## src/hw/rtl/segmented_array_machine_core_top_assert.svh

```systemverilog
// Assertion macros for the segmented array machine core.
// Used by modules that carry concurrent checks; needs no other file.
`ifndef SEGMENTED_ARRAY_MACHINE_CORE_TOP_ASSERT_SVH
`define SEGMENTED_ARRAY_MACHINE_CORE_TOP_ASSERT_SVH
`ifndef SYNTHESIS
`define SAM_ASSERT_IMPL(lbl, clk, rst, ante, cons) \
   lbl: assert property (@(posedge clk) disable iff (rst) (ante) |-> (cons)) \
      else $error("sam assertion failed");
`define SAM_ASSERT_NEXT(lbl, clk, rst, ante, cons) \
   lbl: assert property (@(posedge clk) disable iff (rst) (ante) |=> (cons)) \
      else $error("sam assertion failed");
`else
`define SAM_ASSERT_IMPL(lbl, clk, rst, ante, cons)
`define SAM_ASSERT_NEXT(lbl, clk, rst, ante, cons)
`endif
`endif

```

## src/hw/rtl/sam_div.sv

```systemverilog
// Bit-serial unsigned 32-bit divider, one quotient bit per cycle.
// No dependencies; divisor must be nonzero when started.
module sam_div (
   input  logic        clock,
   input  logic        reset,
   input  logic        start,
   input  logic [31:0] dividend,
   input  logic [31:0] divisor,
   output logic        done,
   output logic [31:0] quotient
);
   logic        busy_ff, busy_in;
   logic [5:0]  cnt_ff, cnt_in;
   logic [31:0] quot_ff, quot_in;
   logic [31:0] rem_ff, rem_in;
   logic [31:0] dsr_ff, dsr_in;
   logic [32:0] shifted;
   logic [32:0] trial;

   assign shifted = {rem_ff, quot_ff[31]};
   assign trial   = shifted - {1'b0, dsr_ff};

   always_comb begin
      busy_in = busy_ff;
      cnt_in  = cnt_ff;
      quot_in = quot_ff;
      rem_in  = rem_ff;
      dsr_in  = dsr_ff;
      if (start) begin
         busy_in = 1'b1;
         cnt_in  = 6'd32;
         quot_in = dividend;
         rem_in  = '0;
         dsr_in  = divisor;
      end else if (busy_ff && cnt_ff != 6'd0) begin
         cnt_in = cnt_ff - 6'd1;
         if (!trial[32]) begin
            rem_in  = trial[31:0];
            quot_in = {quot_ff[30:0], 1'b1};
         end else begin
            rem_in  = shifted[31:0];
            quot_in = {quot_ff[30:0], 1'b0};
         end
      end else if (busy_ff) begin
         busy_in = 1'b0;
      end
   end

   always_ff @(posedge clock) begin
      if (reset) begin
         busy_ff <= 1'b0;
         cnt_ff  <= '0;
      end else begin
         busy_ff <= busy_in;
         cnt_ff  <= cnt_in;
      end
      quot_ff <= quot_in;
      rem_ff  <= rem_in;
      dsr_ff  <= dsr_in;
   end

   assign done     = busy_ff && cnt_ff == 6'd0;
   assign quotient = quot_ff;
endmodule
```

## config.mk

```make
export PLATFORM = sky130hd
export DESIGN_NAME = sam_div
export DESIGN_NICKNAME = d
export VERILOG_FILES = /design/src/hw/rtl/segmented_array_machine_core_top_assert.svh /design/src/hw/rtl/sam_div.sv
export SDC_FILE = /design/constraint.sdc
export NUM_CORES = 1
export LEC_CHECK = 0
export ABC_CLOCK_PERIOD_IN_PS = 4500
export BUFFER_PORTS_ARGS = -buffer_cell sky130_fd_sc_hd__clkbuf_2
export CAP_MARGIN = 20
export CORE_MARGIN = 1.5
export CORE_UTILIZATION = 51
export DETAILED_ROUTE_END_ITERATION = 12
export GPL_TIMING_DRIVEN = 1
export PLACE_DENSITY = 0.74
export SYNTH_ARGS = -nofsm -noshare
export SYNTH_HDL_FRONTEND = slang
export SYNTH_SLANG_ARGS = --single-unit
```

## constraint.sdc

```tcl
create_clock -name clock -period 4.5 [get_ports clock]
set_input_delay 0.225 -clock clock [delete_from_list [all_inputs] [get_ports clock]]
set_output_delay 0.225 -clock clock [all_outputs]
set_load 0.01 [all_outputs]
```

==> results.yml <==
status:
  status: "complete, no violations"
route:
  dr.pass1.iters: 5
  via_per_inst: 5.75
  wl_per_cell_um: 15.8
  ant_nets: 0
  wirelength_mm: 12.9
  first_iter_violations: 229
  drc: 0
  vias: 4700
global_routing:
  grt_pass1_wl_mm: 21.3
  antenna_found_initial: 0
  grtUsageTotal_pct: 22.7
  overflow: 0
  grt_max_degree: 57
  grt_pass1_vias: 4576
setup_path:
  worstPathArrival_ns: 3.57
  setup.worst_path.start: "quotient[31]$_DFFE_PP_"
  reg2reg_to: "rem_ff[27]$_SDFFE_PP0P_"
  crit_type: "reg -> reg"
  cp_max_fo: 19
  required_ns: 4.73
  max_stage_delay_ns: 0.44
  ff2ff_setup_slack_ns: 1.16
  r2r-start: "quotient[31]$_DFFE_PP_"
  end_kind: "flop"
  r2r_cells: 13
  start_kind: "flop"
  critPathSlowestCell: "fa_1"
  crit_path_cell_trace: "inv_1 -> ha_1 -> fa_1 -> nor2b_1 -> o31ai_1 -> a311o_1 -> a31oi_2 -> a211oi_4 -> xor2_2 -> buf_4 -> and4_1 -> a31oi_1 -> o21ai_0"
timing:
  slew_headroom_pct: 48.2
  setup_ws_ns: 1.16
  min_period_ns: 3.34
  finalHoldViolCount: 0
  clock_skew_ns: 0.00952
  final_max_slew_viol_count: 0
  fin_tns_setup_ns: 0
  finalCritPeriodShare_pct: 74.2
  rsz0062_at_grt: "no"
  finalSetupViolCount: 0
  worst_slew_pin_slew_ns: 0.777
  max_freq_mhz: 300
power_and_ir_drop:
  power.leakage_nw: 2.87
  pwr-share-comb_pct: 23.7
  powerDensity_mw_per_mm2: 378
  pwr-share-seq_pct: 44.9
  intPower_mw: 1.79
  ir_worst_vdd_uv: 307
  p_sw_share_pct: 29.8
  p_switching_mw: 0.761
  pwr-share-clk_pct: 31.4
placed_design:
  portBuffers: 99
  hpwlAfterDp_mm: 9.43
  gp_congestion: 0.964
  place_area_mm2: 0.00646
  dp.cells: 802
  preCtsSetupSlack_ns: 1.18
yosys:
  yosysTopAreaCellShare_pct: 33.0
  synth_top_flop_cell: "edfxtp_1"
  synth_cells: 580
  yosysMostFrequentCell: "nand2_1"
  synth_cell_types: 55
  ys_seq_area_share_pct: 46.4
  synth_async_sr_flop_share_pct: 0
  synth-edff-count: 64
  ys.warnings.count: 0
  synth_nets: 682
  ys_ff_latch: 103
  avgSynthCellArea_um2: 10.0
  synth_commonest_cells: "nand2_1, edfxtp_1, inv_1"
  synth_top_cells_by_area: "edfxtp_1, dfxtp_1, ha_1"
  synth_area_mm2: 0.00583
  synth_largest_area_cell: "edfxtp_1"
finish:
  fin_nets: 775
  finalNonFillerCells: 818
  fin_area_mm2: 0.00676
  drive_gt1_share_pct: 23.3
  n_antenna_cell: 0
  area_growth_pct: 16.1
  final_util_pct: 61.6
floorplan:
  floorplan.initialDensity_pct: 53.0
  ios: 100
  die_w_um: 110
  die_h_um: 110
  dieArea_mm2: 0.0121
  coreArea_mm2: 0.0110
  num_rows: 38
clocking:
  cts_hold_buf: 0
  clock_latency_ns: 0.35
  htree_levels: 3
  cts_root_buffer: "clkbuf_16"
  clk_pin_slew_ns: 0.08
  clockBufferDepth: 2
  cts_sinks: 103
  cts_resized: 0
  cts_buffers: 9
  cts_setup_buffers: 0
  tritoncts: "built"
worst_hold_path:
  min_path_type: "in -> reg"
  hold_start: "divisor[29]"
  worstHoldPathCells: 1
  hold_path_end: "dsr_ff[29]$_DFFE_PP_"
run:
  cap_violations: 0
[layer usage]
metal  vias up  GRT usage [%]  part of all wire, %
met5         -              0                    0
met4         0           7.42                  1.4
met3        20           5.75                  5.8
met2       138           37.4                   49
met1      2226           29.2                   44
li1       2316              -                    -
[layout by cell type, fill, tap and decap left out, drive strengths merged, types with 4 or more instances in the layout]
cell / instances
o21bai: 7
a2111oi: 5
o211ai: 9
ha: 34
nor2: 30
nand3: 6
mux2: 31
nor2b: 6
o21ai: 41
a311oi: 5
and2: 4
clkbuf: 108
a31oi: 26
edfxtp: 64
a21oi: 29
a21o: 9
o21a: 4
nand4: 4
inv: 48
xor2: 12
and4: 6
nor3: 11
and3: 7
dfxtp: 39
buf: 8
xnor2: 19
nand2: 72
[stage by stage]
stage	total power, mW	hold WS [ns]
floorplan	1.59	0.294
global placement	1.74	0.401
detailed placement	1.76	0.404
CTS	2.57	0.0354
global route	2.69	0.0285
finish	2.55	0.0458
[worst max-delay path: cells and delay by family, from the launching register on]
kind            cells  cell delay, ns
flops               1            0.40
fa+ha+maj           2            0.67
xor+xnor            1            0.17
buf+inv             2            0.28
simple gates        2            0.41
compound gates      6            1.25
[cell families (layout without fill, tap and decap cells)]
kind of cell / count (synthesis) / after routing / synth area share, %
buffers and inverters: 68 / 166 / 4.83
AOI/OAI and AO/OA: 158 / 158 / 18.2
xor gates and xnor gates: 31 / 31 / 4.79
muxes: 31 / 31 / 5.99
DFF: 103 / 103 / 46.4
and+or+nand+nor: 154 / 154 / 12.2
adders and majority gates: 35 / 35 / 7.65
[layout make-up]
type                       count  area (µm²)
multi-input combinational    409        2850
clock buffer                  10         229
tap                          140         175
fill                         910        4220
clock inverter                 6        75.1
inverter                      44         165
sequential                   103        2700
timing repair buffer         106         568
[power by group through the flow]
| stage | logic [mW] | clock network (mW) | registers [mW] |
|---|---|---|---|
| 5_1_grt | 0.670 | 0.862 | 1.16 |
| 6_report | 0.605 | 0.801 | 1.15 |
| 2_1_floorplan | 0.416 | 0 | 1.17 |
| 3_5_place_dp | 0.595 | 0 | 1.17 |
| 4_1_cts | 0.600 | 0.822 | 1.15 |
| 3_3_place_gp | 0.575 | 0 | 1.16 |
[worst max path at each step]
stage	slack, ns	end	depth (start not counted)
after floorplan	1.59	rem_ff[1]$_SDFFE_PP0P_	12
after global placement	1.36	rem_ff[27]$_SDFFE_PP0P_	13
after detailed placement	1.18	rem_ff[27]$_SDFFE_PP0P_	13
after CTS	1.18	rem_ff[27]$_SDFFE_PP0P_	13
after global routing	0.82	rem_ff[31]$_SDFFE_PP0P_	11
final	1.16	rem_ff[27]$_SDFFE_PP0P_	13
[flip-flops by register name (all words and copies together) (netlist names)]
signal / flops
dsr_ff: 32
quotient: 32
cnt_ff: 6
rem_ff: 32
busy_ff: 1
Note: power is estimated with default switching activity, not from simulation.
