--- config.mk ---
export PLATFORM = sky130hd
export DESIGN_NAME = sam_ram
export DESIGN_NICKNAME = d
export VERILOG_FILES = /design/src/hw/rtl/segmented_array_machine_core_top_assert.svh /design/src/hw/rtl/sam_ram.sv
export SDC_FILE = /design/constraint.sdc
export NUM_CORES = 1
export LEC_CHECK = 0
export BUFFER_PORTS_ARGS = -buffer_cell sky130_fd_sc_hd__buf_4
export CAP_MARGIN = 20
export CORE_MARGIN = 8
export CORE_UTILIZATION = 50
export DETAILED_ROUTE_END_ITERATION = 8
export PLACE_DENSITY_LB_ADDON = 0.08
export SYNTH_ARGS = -nofsm -noshare
export SYNTH_HDL_FRONTEND = slang
export SYNTH_SLANG_ARGS = --single-unit
export TNS_END_PERCENT = 100
--- constraint.sdc ---
create_clock -name clock -period 6.41 [get_ports clock]
set_clock_uncertainty 0.15 [all_clocks]
set_input_delay 0.3205 -clock clock [delete_from_list [all_inputs] [get_ports clock]]
set_output_delay 0.3205 -clock clock [all_outputs]
set_load 0.02 [all_outputs]
--- src/hw/rtl/segmented_array_machine_core_top_assert.svh ---
// Assertion macros for the segmented array machine core.
// Used by modules that carry concurrent checks; needs no other file.
`ifndef SEGMENTED_ARRAY_MACHINE_CORE_TOP_ASSERT_SVH
`define SEGMENTED_ARRAY_MACHINE_CORE_TOP_ASSERT_SVH
`ifndef SYNTHESIS
`define SAM_ASSERT_IMPL(lbl, clk, rst, ante, cons) \
   lbl: assert property (@(posedge clk) disable iff (rst) (ante) |-> (cons)) \
      else $error("sam assertion failed");
`define SAM_ASSERT_NEXT(lbl, clk, rst, ante, cons) \
   lbl: assert property (@(posedge clk) disable iff (rst) (ante) |=> (cons)) \
      else $error("sam assertion failed");
`else
`define SAM_ASSERT_IMPL(lbl, clk, rst, ante, cons)
`define SAM_ASSERT_NEXT(lbl, clk, rst, ante, cons)
`endif
`endif

--- src/hw/rtl/sam_ram.sv ---
// Generic single-write, single-read RAM with registered read data.
// No dependencies.
module sam_ram #(
   parameter int WIDTH = 32,
   parameter int DEPTH = 16,
   localparam int AW = $clog2(DEPTH)
) (
   input  logic             clock,
   input  logic             we,
   input  logic [AW-1:0]    waddr,
   input  logic [WIDTH-1:0] wdata,
   input  logic [AW-1:0]    raddr,
   output logic [WIDTH-1:0] rdata
);
   logic [WIDTH-1:0] mem_ff [DEPTH];
   logic [WIDTH-1:0] rdata_ff;

   always_ff @(posedge clock) begin
      if (we) begin
         mem_ff[waddr] <= wdata;
      end
      rdata_ff <= mem_ff[raddr];
   end

   assign rdata = rdata_ff;
endmodule

==> metrics.md, run 1 <==
| Metric | Value |
|---|---|
| Register area share after synthesis | 0.807 |
| Die W | 215 um |
| Nets | 1,023 |
| Multi-input logic area | 3750 um2 |
| Crit Path Class | in2reg |
| Netlist cell types | 18 |
| Hold Crit Class | in2reg |
| Max FO, Critical Path | 24 |
| GRT Overall Usage | 0.185 |
| Most frequent cells in the layout | edfxtp_1, mux4_2, buf_4 |
| Sequential power share | 0.536 |
| Area of the die | 46,300 um2 |
| Critical Path Source Type | input port |
| Post-Synth Simple-Gate Area | 0.0127 |
| Required @ worst endpoint | 6490 ps |
| CTS tree | built |
| Core Rows | 73 |
| R2R cell count | 3 |
| DR vias/cell | 5.79 |
| Worst hold endpoint | mem_ff[0][11] |
| Port Buffers | 73 |
| R2r startpoint | mem_ff[0][12] |
| Initial antenna violation count | 1 |
| Final total power | 0.00746 W |
| Final HPWL DP | 20.7 mm |
| CTS clk-pin slew, worst paths | 60 ps |
| First-pass GRT wire length | 63.0 mm |
| Share of layout cells above drive strength 1 | 0.313 |
| Comb power frac | 0.053 |
| Worst path max stage delay | 790 ps |
| Max Freq | 432 MHz |
| Routability cong. | 0.689 |
| Hold Path Origin | waddr[0] |
| RSZ-0062 raised after global routing | no |
| Final setup viols | 0 |
| Core Area | 39,500 um2 |
| Static leakage | 7.49 nW |
| Mapped Area | 19,900 um2 |
| Status | finished clean |
| Synthesized instance count | 838 |
| Clk_lat worst skew | 590 ps |
| Fin Setup TNS | 0 ps |
| Syn avg cell area | 23.7 um2 |
| Switching pwr | 0.00151 W |
| RR Endpoint | rdata[12] |
| Most used cell, CP | buf_4 |
| Final worst path period share | 0.361 |
| Int Pwr | 0.00595 W |
| Hold Path Stages | 2 |
| Area Growth Syn to Fin | 16.9% |
| Reg area | 16,000 um2 |
| R2r setup slk | 4970 ps |
| Maximum number of pins on one net before global-route repair | 59 |
| N_diodes | 0 |
| Via count | 8,968 |
| Post-layout minimum cycle time | 2310 ps |
| Most common cell after layout, fill and taps aside | edfxtp_1 |
| Remaining DRCs | 0 |
| Seq cells post-synth | 544 |
| Clock share of power | 0.410 |
| WL/cell | 27.5 um |
| Vias in the first global route | 9,724 |
| Clock sinks | 544 |
| Slew of the pin with the lowest slew margin | 999 ps |
| Drt first pass iters | 5 |
| Overflow after GRT | 0 |
| Total clock buffers created by CTS | 55 |
| Synth warn | 0 |
| Starting Density | 0.503 |
| Total routed wirelength | 42.7 mm |
| Initial drt markers | 721 |
| CP Cell Sequence | buf_4 > or3b_2 > nor3_2 > buf_4 |
| Critical path data arrival time | 2390 ps |
| Synth Area in XOR/XNOR | 0 |
| Fin util | 0.588 |
| Synth Area in Adders | 0 |
| Fillers | 2,810 |
| Worst slew margin | 0.331 |
| Sw Ratio | 0.203 |
| Clk buf depth | 3 |
| Final Max Slew Viols | 0 |
| Largest family of logic cells by synthesized area | multiplexers |
| Ports | 74 |
| Mux contribution to synthesized area | 0.145 |
| Root buf cell | clkbuf_16 |
| Worst Setup End Kind | register |
| Maximum VDD drop | 0.234 mV |
| Final Hold Vio Count | 0 |
| Max_cap viols | 0 |
| Critical Path Slowest Stage Cell | nor3_2 |
| Syn_nets | 880 |
| Pwr per Cell Area | 322 nW/um2 |
| Post-route antenna net violation count | 0 |
| H-tree depth | 2 |
| Die Y | 215 um |
| Compound-Gate Fraction of Synth Area | 0.0242 |
[metal layers]
layer,GRT usage,vias up,share of wire
li1,-,3859,-
met2,0.314,252,0.51
met1,0.243,4791,0.42
met5,0,-,0.00019
met4,0.0479,2,0.019
met3,0.0382,64,0.056
[synth_stat cells]
cell type | count | area [um2]
buf_6 | 2 | 22.5
and2_1 | 1 | 6.26
nand3_1 | 1 | 5.00
buf_1 | 9 | 33.8
mux4_2 | 128 | 2880
clkbuf_1 | 17 | 63.8
buf_2 | 4 | 20.0
a22oi_1 | 64 | 480
nand2b_1 | 2 | 12.5
nand2_1 | 33 | 124
nor2b_1 | 2 | 12.5
dfxtp_1 | 32 | 641
nor3_1 | 4 | 20.0
buf_4 | 11 | 82.6
nand3b_1 | 2 | 15.0
or3b_2 | 1 | 8.76
edfxtp_1 | 512 | 15400
nor2_1 | 13 | 48.8
[critical path, delay by kind of cell]
kind,cells,cell delay [ps]
simple gates,2,1380
buf+inv,2,670
[stage by stage]
| stage | setup slack (ps) | instances | hold WS (ps) | area, um2 |
|---|---|---|---|---|
| after floorplan | 2760 | 838 | 269 | 19900 |
| after global placement | 3430 | 1417 | 450 | 21200 |
| after detailed placement | 3400 | 1417 | 470 | 21200 |
| after CTS | 4030 | 1549 | 50.4 | 23200 |
| after global routing | 3860 | 1549 | 66.5 | 23200 |
| final | 4100 | 1549 | 73.4 | 23200 |
[cell families (layout without fill, tap and decap cells)]
group | after synthesis | after routing
AOI/OAI and AO/OA | 64 | 64
buffers and inverters | 43 | 229
and+or+nand+nor | 59 | 59
DFF | 544 | 544
muxes | 128 | 128
[worst max-delay path by stage]
| stage | start | end | slack, ps | depth (start not counted) |
|---|---|---|---|---|
| final | waddr[2] | mem_ff[0][28] | 4100 | 4 |
| after global routing | raddr[0] | rdata[21] | 3860 | 5 |
| after CTS | raddr[0] | rdata[14] | 4030 | 5 |
| after detailed placement | raddr[0] | rdata[18] | 3400 | 5 |
| after global placement | raddr[0] | rdata[14] | 3430 | 5 |
| after floorplan | waddr[2] | mem_ff[0][0] | 2760 | 2 |
[state kept, by name, summed over array words and instances, names as in the netlist]
| signal | count |
|---|---|
| mem_ff | 512 |
| rdata | 32 |
[power by group through the flow]
stage	sequential (W)	combinational, W	clock (W)
detailed placement	0.00408	0.000390	0
global route	0.00401	0.000430	0.00326
global placement	0.00407	0.000382	0
floorplan	0.00410	0.000191	0
finish	0.00400	0.000399	0.00306
CTS	0.00400	0.000407	0.00312
[repair_timing]
item,in CTS,in global routing
endpoints found under the setup margin,0,0
buffers inserted,0,0
gates resized for setup,0,0
hold endpoints to repair,512,0
hold buffers,32,0
[cell type report]
cell class                 instances  area share
clock buffer                      79      0.0672
clock inverter                    21     0.00744
multi-input combinational        251       0.162
sequential                       544       0.690
tap                              525      0.0283
timing repair buffer             129      0.0454
Note: power is estimated with default switching activity, not from simulation.
==> run 2, diff against run 1 <==
clock period = 2 ns   (was 6.41 ns; I/O delays follow)
==> metrics.md, run 2 (synthesis gave the netlist of run 1 again) <==
| Metric | Value |
|---|---|
| WL/cell | 27.0 um (-2.0%) |
| Critical Path Source Type | input port |
| First-pass GRT wire length | 63.3 mm (+0.40%) |
| Ports | 74 (unchanged) |
| Slew of the pin with the lowest slew margin | 517 ps (-481 ps) |
| Hold Crit Class | in2reg |
| Crit Path Class | in2reg |
| GRT Overall Usage | 0.185 (+0.000195) |
| Comb power frac | 0.055 (+0.002) |
| H-tree depth | 2 (unchanged) |
| Root buf cell | clkbuf_16 |
| Overflow after GRT | 0 (unchanged) |
| Post-layout minimum cycle time | 1800 ps |
| Placed cells | 1,435 (+1.3%) |
| Core Rows | 73 (unchanged) |
| Total routed wirelength | 42.5 mm (-0.40%) |
| Clock share of power | 0.432 (+0.022) |
| Required @ worst endpoint | 2130 ps (-4360 ps) |
| Worst slew margin | 0.654 (+0.324) |
| Port Buffers | 73 (unchanged) |
| Most frequent cells in the layout | edfxtp_1, mux4_2, buf_4 |
| Routability cong. | 0.732 (+6.3%) |
| Most common cell after layout, fill and taps aside | edfxtp_1 |
| Final Hold Vio Count | 0 (unchanged) |
| Setup crit start | waddr[1] |
| Most used cell, CP | dlygate4sd3_1 |
| Fin util | 0.609 (+0.0211) |
| CP delay by family, top | buffers and inverters |
| Fin cells | 1,575 (+1.7%) |
| Area Growth Syn to Fin | 21.1% |
| Starting Density | 0.503 (unchanged) |
| Final total power | 0.0250 W (+240%) |
| Critical Path Slowest Stage Cell | dlygate4sd3_1 |
| Buffers & Inverters on Critical Path | 4 (+2) |
| Worst Setup End Kind | register |
| Hold Path Origin | waddr[3] |
| Switching pwr | 0.00490 W (+220%) |
| Final worst path period share | 0.901 |
| Max reg flops | 512 (unchanged) |
| Status | finished clean |
| Final HPWL DP | 22.1 mm (+6.8%) |
| RSZ-0062 raised after global routing | no |
| CP Cell Sequence | dlygate4sd3_1 > buf_4 > nor3_4 > dlygate4sd3_1 > buf_12 |
| CTS clk-pin slew, worst paths | 60 ps (about the same) |
| DR vias/cell | 5.81 (+0.37%) |
| Initial antenna violation count | 1 (unchanged) |
| Clock sinks | 544 (unchanged) |
| Final setup viols | 0 (unchanged) |
| Die W | 215 um (unchanged) |
| Via count | 9,152 (+2.1%) |
| Int Pwr | 0.0201 W (+240%) |
| Max Freq | 555 MHz |
| Vias in the first global route | 9,862 (+1.4%) |
| Total clock buffers created by CTS | 53 (-3.6%) |
| Maximum number of pins on one net before global-route repair | 55 (-6.8%) |
| Largest Register | mem_ff |
| Drt first pass iters | 7 (+2) |
| Sw Ratio | 0.196 (-0.00729) |
| Nets | 1,047 (+2.3%) |
| R2r startpoint | mem_ff[10][16] |
| Critical path data arrival time | 1930 ps (-460 ps) |
| Clk_lat worst skew | 580 ps (about the same) |
| Setup Buffers After CTS | 0 (unchanged) |
| Post-route antenna net violation count | 0 (unchanged) |
| Remaining DRCs | 0 (unchanged) |
| Area of the die | 46,300 um2 (unchanged) |
| Final Max Slew Viols | 0 (unchanged) |
| Maximum VDD drop | 0.734 mV (+210%) |
| Sequential power share | 0.513 (-0.023) |
| Worst path max stage delay | 690 ps (-100 ps) |
| Fin Setup TNS | 0 ps (unchanged) |
| Initial drt markers | 686 (-4.9%) |
| Die Y | 215 um (unchanged) |
| Share of layout cells above drive strength 1 | 0.331 (+0.0173) |
| Core Area | 39,500 um2 (unchanged) |
| Static leakage | 7.85 nW (+4.8%) |
| Max_cap viols | 0 (unchanged) |
| Max FO, Critical Path | 18 (-25%) |
| CTS tree | built |
| Clk buf depth | 3 (unchanged) |
| Pwr per Cell Area | 1040 nW/um2 (+220%) |
## run 2: layer usage
| layer | track usage | vias up | part of all wire |
|---|---|---|---|
| li1 | - | 3923 | - |
| met1 | 0.254 | 4900 | 0.43 |
| met2 | 0.307 | 256 | 0.50 |
| met3 | 0.0282 | 73 | 0.045 |
| met4 | 0.0549 | 0 | 0.021 |
| met5 | 0 | - | 0 |
## run 2: path summary, 6_finish.rpt
| check | to | slack [ps] | cells after the start |
|---|---|---|---|
| worst max-delay path | mem_ff[0][27] | 200 | 5 |
| worst min-delay path | mem_ff[3][22] | 50 | 4 |
| worst max register to register | rdata[16] | 540 | 3 |
| worst min register to register | rdata[8] | 520 | 3 |
## run 2: stage by stage
step / setup slack [ps] / area, um2 / hold slack [ps]
detailed placement: 250 / 21700 / 247
global placement: 274 / 21700 / 230
floorplan: -278 / 19900 / 48.9
CTS: 59.8 / 24000 / 11.7
finish: 198 / 24000 / 51.8
global route: 154 / 24000 / 48.6
## run 2: timing repair
item | in CTS | in global routing
hold endpoints to repair | 627 | 0
endpoints found under the setup margin | 0 | 1
hold buffers | 40 | 0
resized for setup | 0 | 1
## run 2: cell type report
cell class	instances	area [um2]
Timing Repair Buffer	155	1650
Fill cell	2759	15400
Clock inverter	32	473
Clock buffer	67	1470
Antenna cell	1	2.50
Tap cell	525	657
Multi-Input combinational cell	251	3780
Sequential cell	544	16000
## run 2: tightest hold or removal path: cells and delay by family
kind	cells	cell delay [ps]
buf+inv	2	260
simple gates	2	250
## run 2: power by group through the flow
stage	sequential [W]	clock [W]	combinational, W
after floorplan	0.0131	0	0.000616
after global placement	0.0131	0	0.00129
after global routing	0.0128	0.0114	0.00148
after CTS	0.0128	0.0110	0.00140
after detailed placement	0.0131	0	0.00133
final	0.0128	0.0108	0.00138
==> run 3, diff against run 2 <==
CELL_PAD_IN_SITES_DETAIL_PLACEMENT = 0   (was not set)
CELL_PAD_IN_SITES_GLOBAL_PLACEMENT = 1   (was not set)
CORE_UTILIZATION = 49   (was 50)
==> metrics.md, run 3 (synthesis gave the netlist of run 1 again) <==
| Metric | Value |
|---|---|
| Status | finished clean |
| Fin Setup TNS | 0 ps (unchanged) |
| R2R cell count | 3 (unchanged) |
| Final instance area | 23,700 um2 (-1.2%) |
| Area Growth Syn to Fin | 19.6% |
| Switching pwr | 0.00480 W (-2.0%) |
| R2r startpoint | mem_ff[11][15] |
| Buffers & Inverters on Critical Path | 3 (-1) |
| WL/cell | 27.9 um (+3.3%) |
| Starting Density | 0.499 (-0.00462) |
| Clock share of power | 0.403 (-0.029) |
| Pwr per Cell Area | 1000 nW/um2 (-3.8%) |
| RR Endpoint | rdata[15] |
| Critical Path Source Type | input port |
| CP delay by family, top | buffers and inverters |
| End point of the critical path | rdata[23] |
| Ports | 74 (unchanged) |
| Final total power | 0.0238 W (-4.9%) |
| Clk buf depth | 3 (unchanged) |
| Worst path max stage delay | 690 ps (about the same) |
| Port Buffers | 73 (unchanged) |
| Final setup viols | 0 (unchanged) |
| N_diodes | 0 (-1) |
| Sequential power share | 0.539 (+0.026) |
| Required @ worst endpoint | 2380 ps (+250 ps) |
| CP Cell Sequence | dlygate4sd3_1 > buf_4 > nor2b_4 > dlygate4sd3_1 > a22oi_1 > nand2_1 |
| Max_cap viols | 0 (unchanged) |
| Routability cong. | 0.715 (-2.3%) |
| Overflow after GRT | 0 (unchanged) |
| Number of cells on the critical path | 6 (+1) |
| Crit Path Class | in2reg |
| Int Pwr | 0.0190 W (-5.6%) |
| Sw Ratio | 0.202 (+0.00601) |
| Comb power frac | 0.058 (+0.003) |
| Clk_lat worst skew | 590 ps (about the same) |
| DR vias/cell | 5.88 (+1.1%) |
| RSZ-0062 raised after global routing | no |
| Die W | 217 um (+0.94%) |
| R2r setup slk | 480 ps (-60 ps) |
| Most common cell after layout, fill and taps aside | edfxtp_1 |
| Core Rows | 73 (unchanged) |
| Most frequent cells in the layout | edfxtp_1, mux4_2, buf_4 |
| Initial antenna violation count | 1 (unchanged) |
| Initial drt markers | 849 (+24%) |
| Drt first pass iters | 5 (-2) |
| Post-layout minimum cycle time | 1760 ps (-46.2 ps) |
| Clock sinks | 544 (unchanged) |
| Setup crit start | raddr[3] |
| Setup Buffers After CTS | 0 (unchanged) |
| Hold Path Stages | 4 (unchanged) |
| Nets | 1,049 (+0.19%) |
| Pre-CTS setup slack | 31.7 ps (-219 ps) |
| Final Max Slew Viols | 0 (unchanged) |
| Most used cell, CP | dlygate4sd3_1 |
| Post-route antenna net violation count | 0 (unchanged) |
| Area of the die | 47,200 um2 (+1.9%) |
| Worst slew margin | 0.652 (-0.00174) |
| Core Area | 39,800 um2 (+0.93%) |
| Share of layout cells above drive strength 1 | 0.323 (-0.00796) |
| Max FO, Critical Path | 15 (-3) |
| Total routed wirelength | 43.8 mm (+3.1%) |
| Maximum number of pins on one net before global-route repair | 33 (-40%) |
| Maximum VDD drop | 0.765 mV (+4.2%) |
| Via count | 9,238 (+0.94%) |
| Total clock buffers created by CTS | 53 (unchanged) |
| Max reg flops | 512 (unchanged) |
| Dpl cell area | 21,700 um2 (about the same) |
| Final HPWL DP | 23.2 mm (+4.6%) |
| Hold Crit Class | in2reg |
| Die Y | 217 um (+0.94%) |
| Max Freq | 569 MHz (+2.6%) |
| Remaining DRCs | 0 (unchanged) |
| Critical Path Slowest Stage Cell | dlygate4sd3_1 |
| GRT Overall Usage | 0.189 (+0.00321) |
| First-pass GRT wire length | 65.0 mm (+2.7%) |
| Vias in the first global route | 10,000 (+1.8%) |
| H-tree depth | 2 (unchanged) |
| Root buf cell | clkbuf_16 |
| Final Hold Vio Count | 0 (unchanged) |
| CTS tree | built |
| Critical path data arrival time | 2130 ps (+200 ps) |
| Setup ws final | 244 ps (+46.2 ps) |
| Static leakage | 7.69 nW (-2.0%) |
| Slew of the pin with the lowest slew margin | 520 ps (+2.74 ps) |
| Largest Register | mem_ff |
| Final worst path period share | 0.878 (-0.0231) |
| CTS clk-pin slew, worst paths | 60 ps (about the same) |
| Worst Setup End Kind | register |
run 3: changes by cell type in the layout (fill, tap and decap cells not counted), moves of 2 or more:
cell | previous run | this run
buf_12 | 30 | 28
buf_4 | 84 | 89
bufinv_16 | 12 | 5
clkbuf_1 | 6 | 16
clkbuf_8 | 8 | 4
clkinvlp_4 | 1 | 3
run 3: area by class of cell:
cell class	count	area, um2
Fill cell	2872	16100
Tap cell	525	657
Timing Repair Buffer	157	1630
Multi-Input combinational cell	251	3780
Clock buffer	72	1430
Clock inverter	23	238
Sequential cell	544	16000
run 3: what timing repair did:
item | CTS | global route
resized for setup | 0 | 0
setup endpoints to repair | 0 | 0
hold buffers | 39 | 0
endpoints found under the hold margin | 545 | 0
run 3: metal layers:
| layer | GRT usage | share of wire |
|---|---|---|
| met2 | 0.305 | 0.49 |
| met4 | 0.0559 | 0.021 |
| met1 | 0.260 | 0.43 |
| met3 | 0.0369 | 0.060 |
| met5 | 0 | 0.00032 |
run 3: through the flow:
| step | utilization | hold WS, ps | instances |
|---|---|---|---|
| after global routing | 0.596 | 88.1 | 1572 |
| final | 0.596 | 101 | 1572 |
| after detailed placement | 0.545 | 250 | 1438 |
| after global placement | 0.545 | 230 | 1438 |
| after floorplan | - | 48.9 | 838 |
| after CTS | 0.596 | 74.0 | 1572 |
run 3: worst min-delay path by stage:
stage          startpoint             to  slack (ps)
2_1_floorplan    wdata[0]   mem_ff[0][0]          50
3_3_place_gp     wdata[0]   mem_ff[4][0]         230
3_5_place_dp    wdata[29]  mem_ff[1][29]         250
4_1_cts          waddr[3]  mem_ff[1][17]          70
5_1_grt          waddr[3]  mem_ff[1][17]          90
6_report         waddr[3]  mem_ff[1][17]         100
run 3: worst min-delay path: stages:
cell and delay (ps):
buf_4 100, or3b_4 200, nor2_4 60, buf_12 180
run 3: power groups by stage:
| stage | Clock, W | Combinational [W] | Sequential (W) |
|---|---|---|---|
| finish | 0.00957 | 0.00138 | 0.0128 |
| global route | 0.0102 | 0.00149 | 0.0128 |
| CTS | 0.00977 | 0.00141 | 0.0128 |
| detailed placement | 0 | 0.00134 | 0.0131 |
| global placement | 0 | 0.00131 | 0.0131 |
| floorplan | 0 | 0.000616 | 0.0131 |
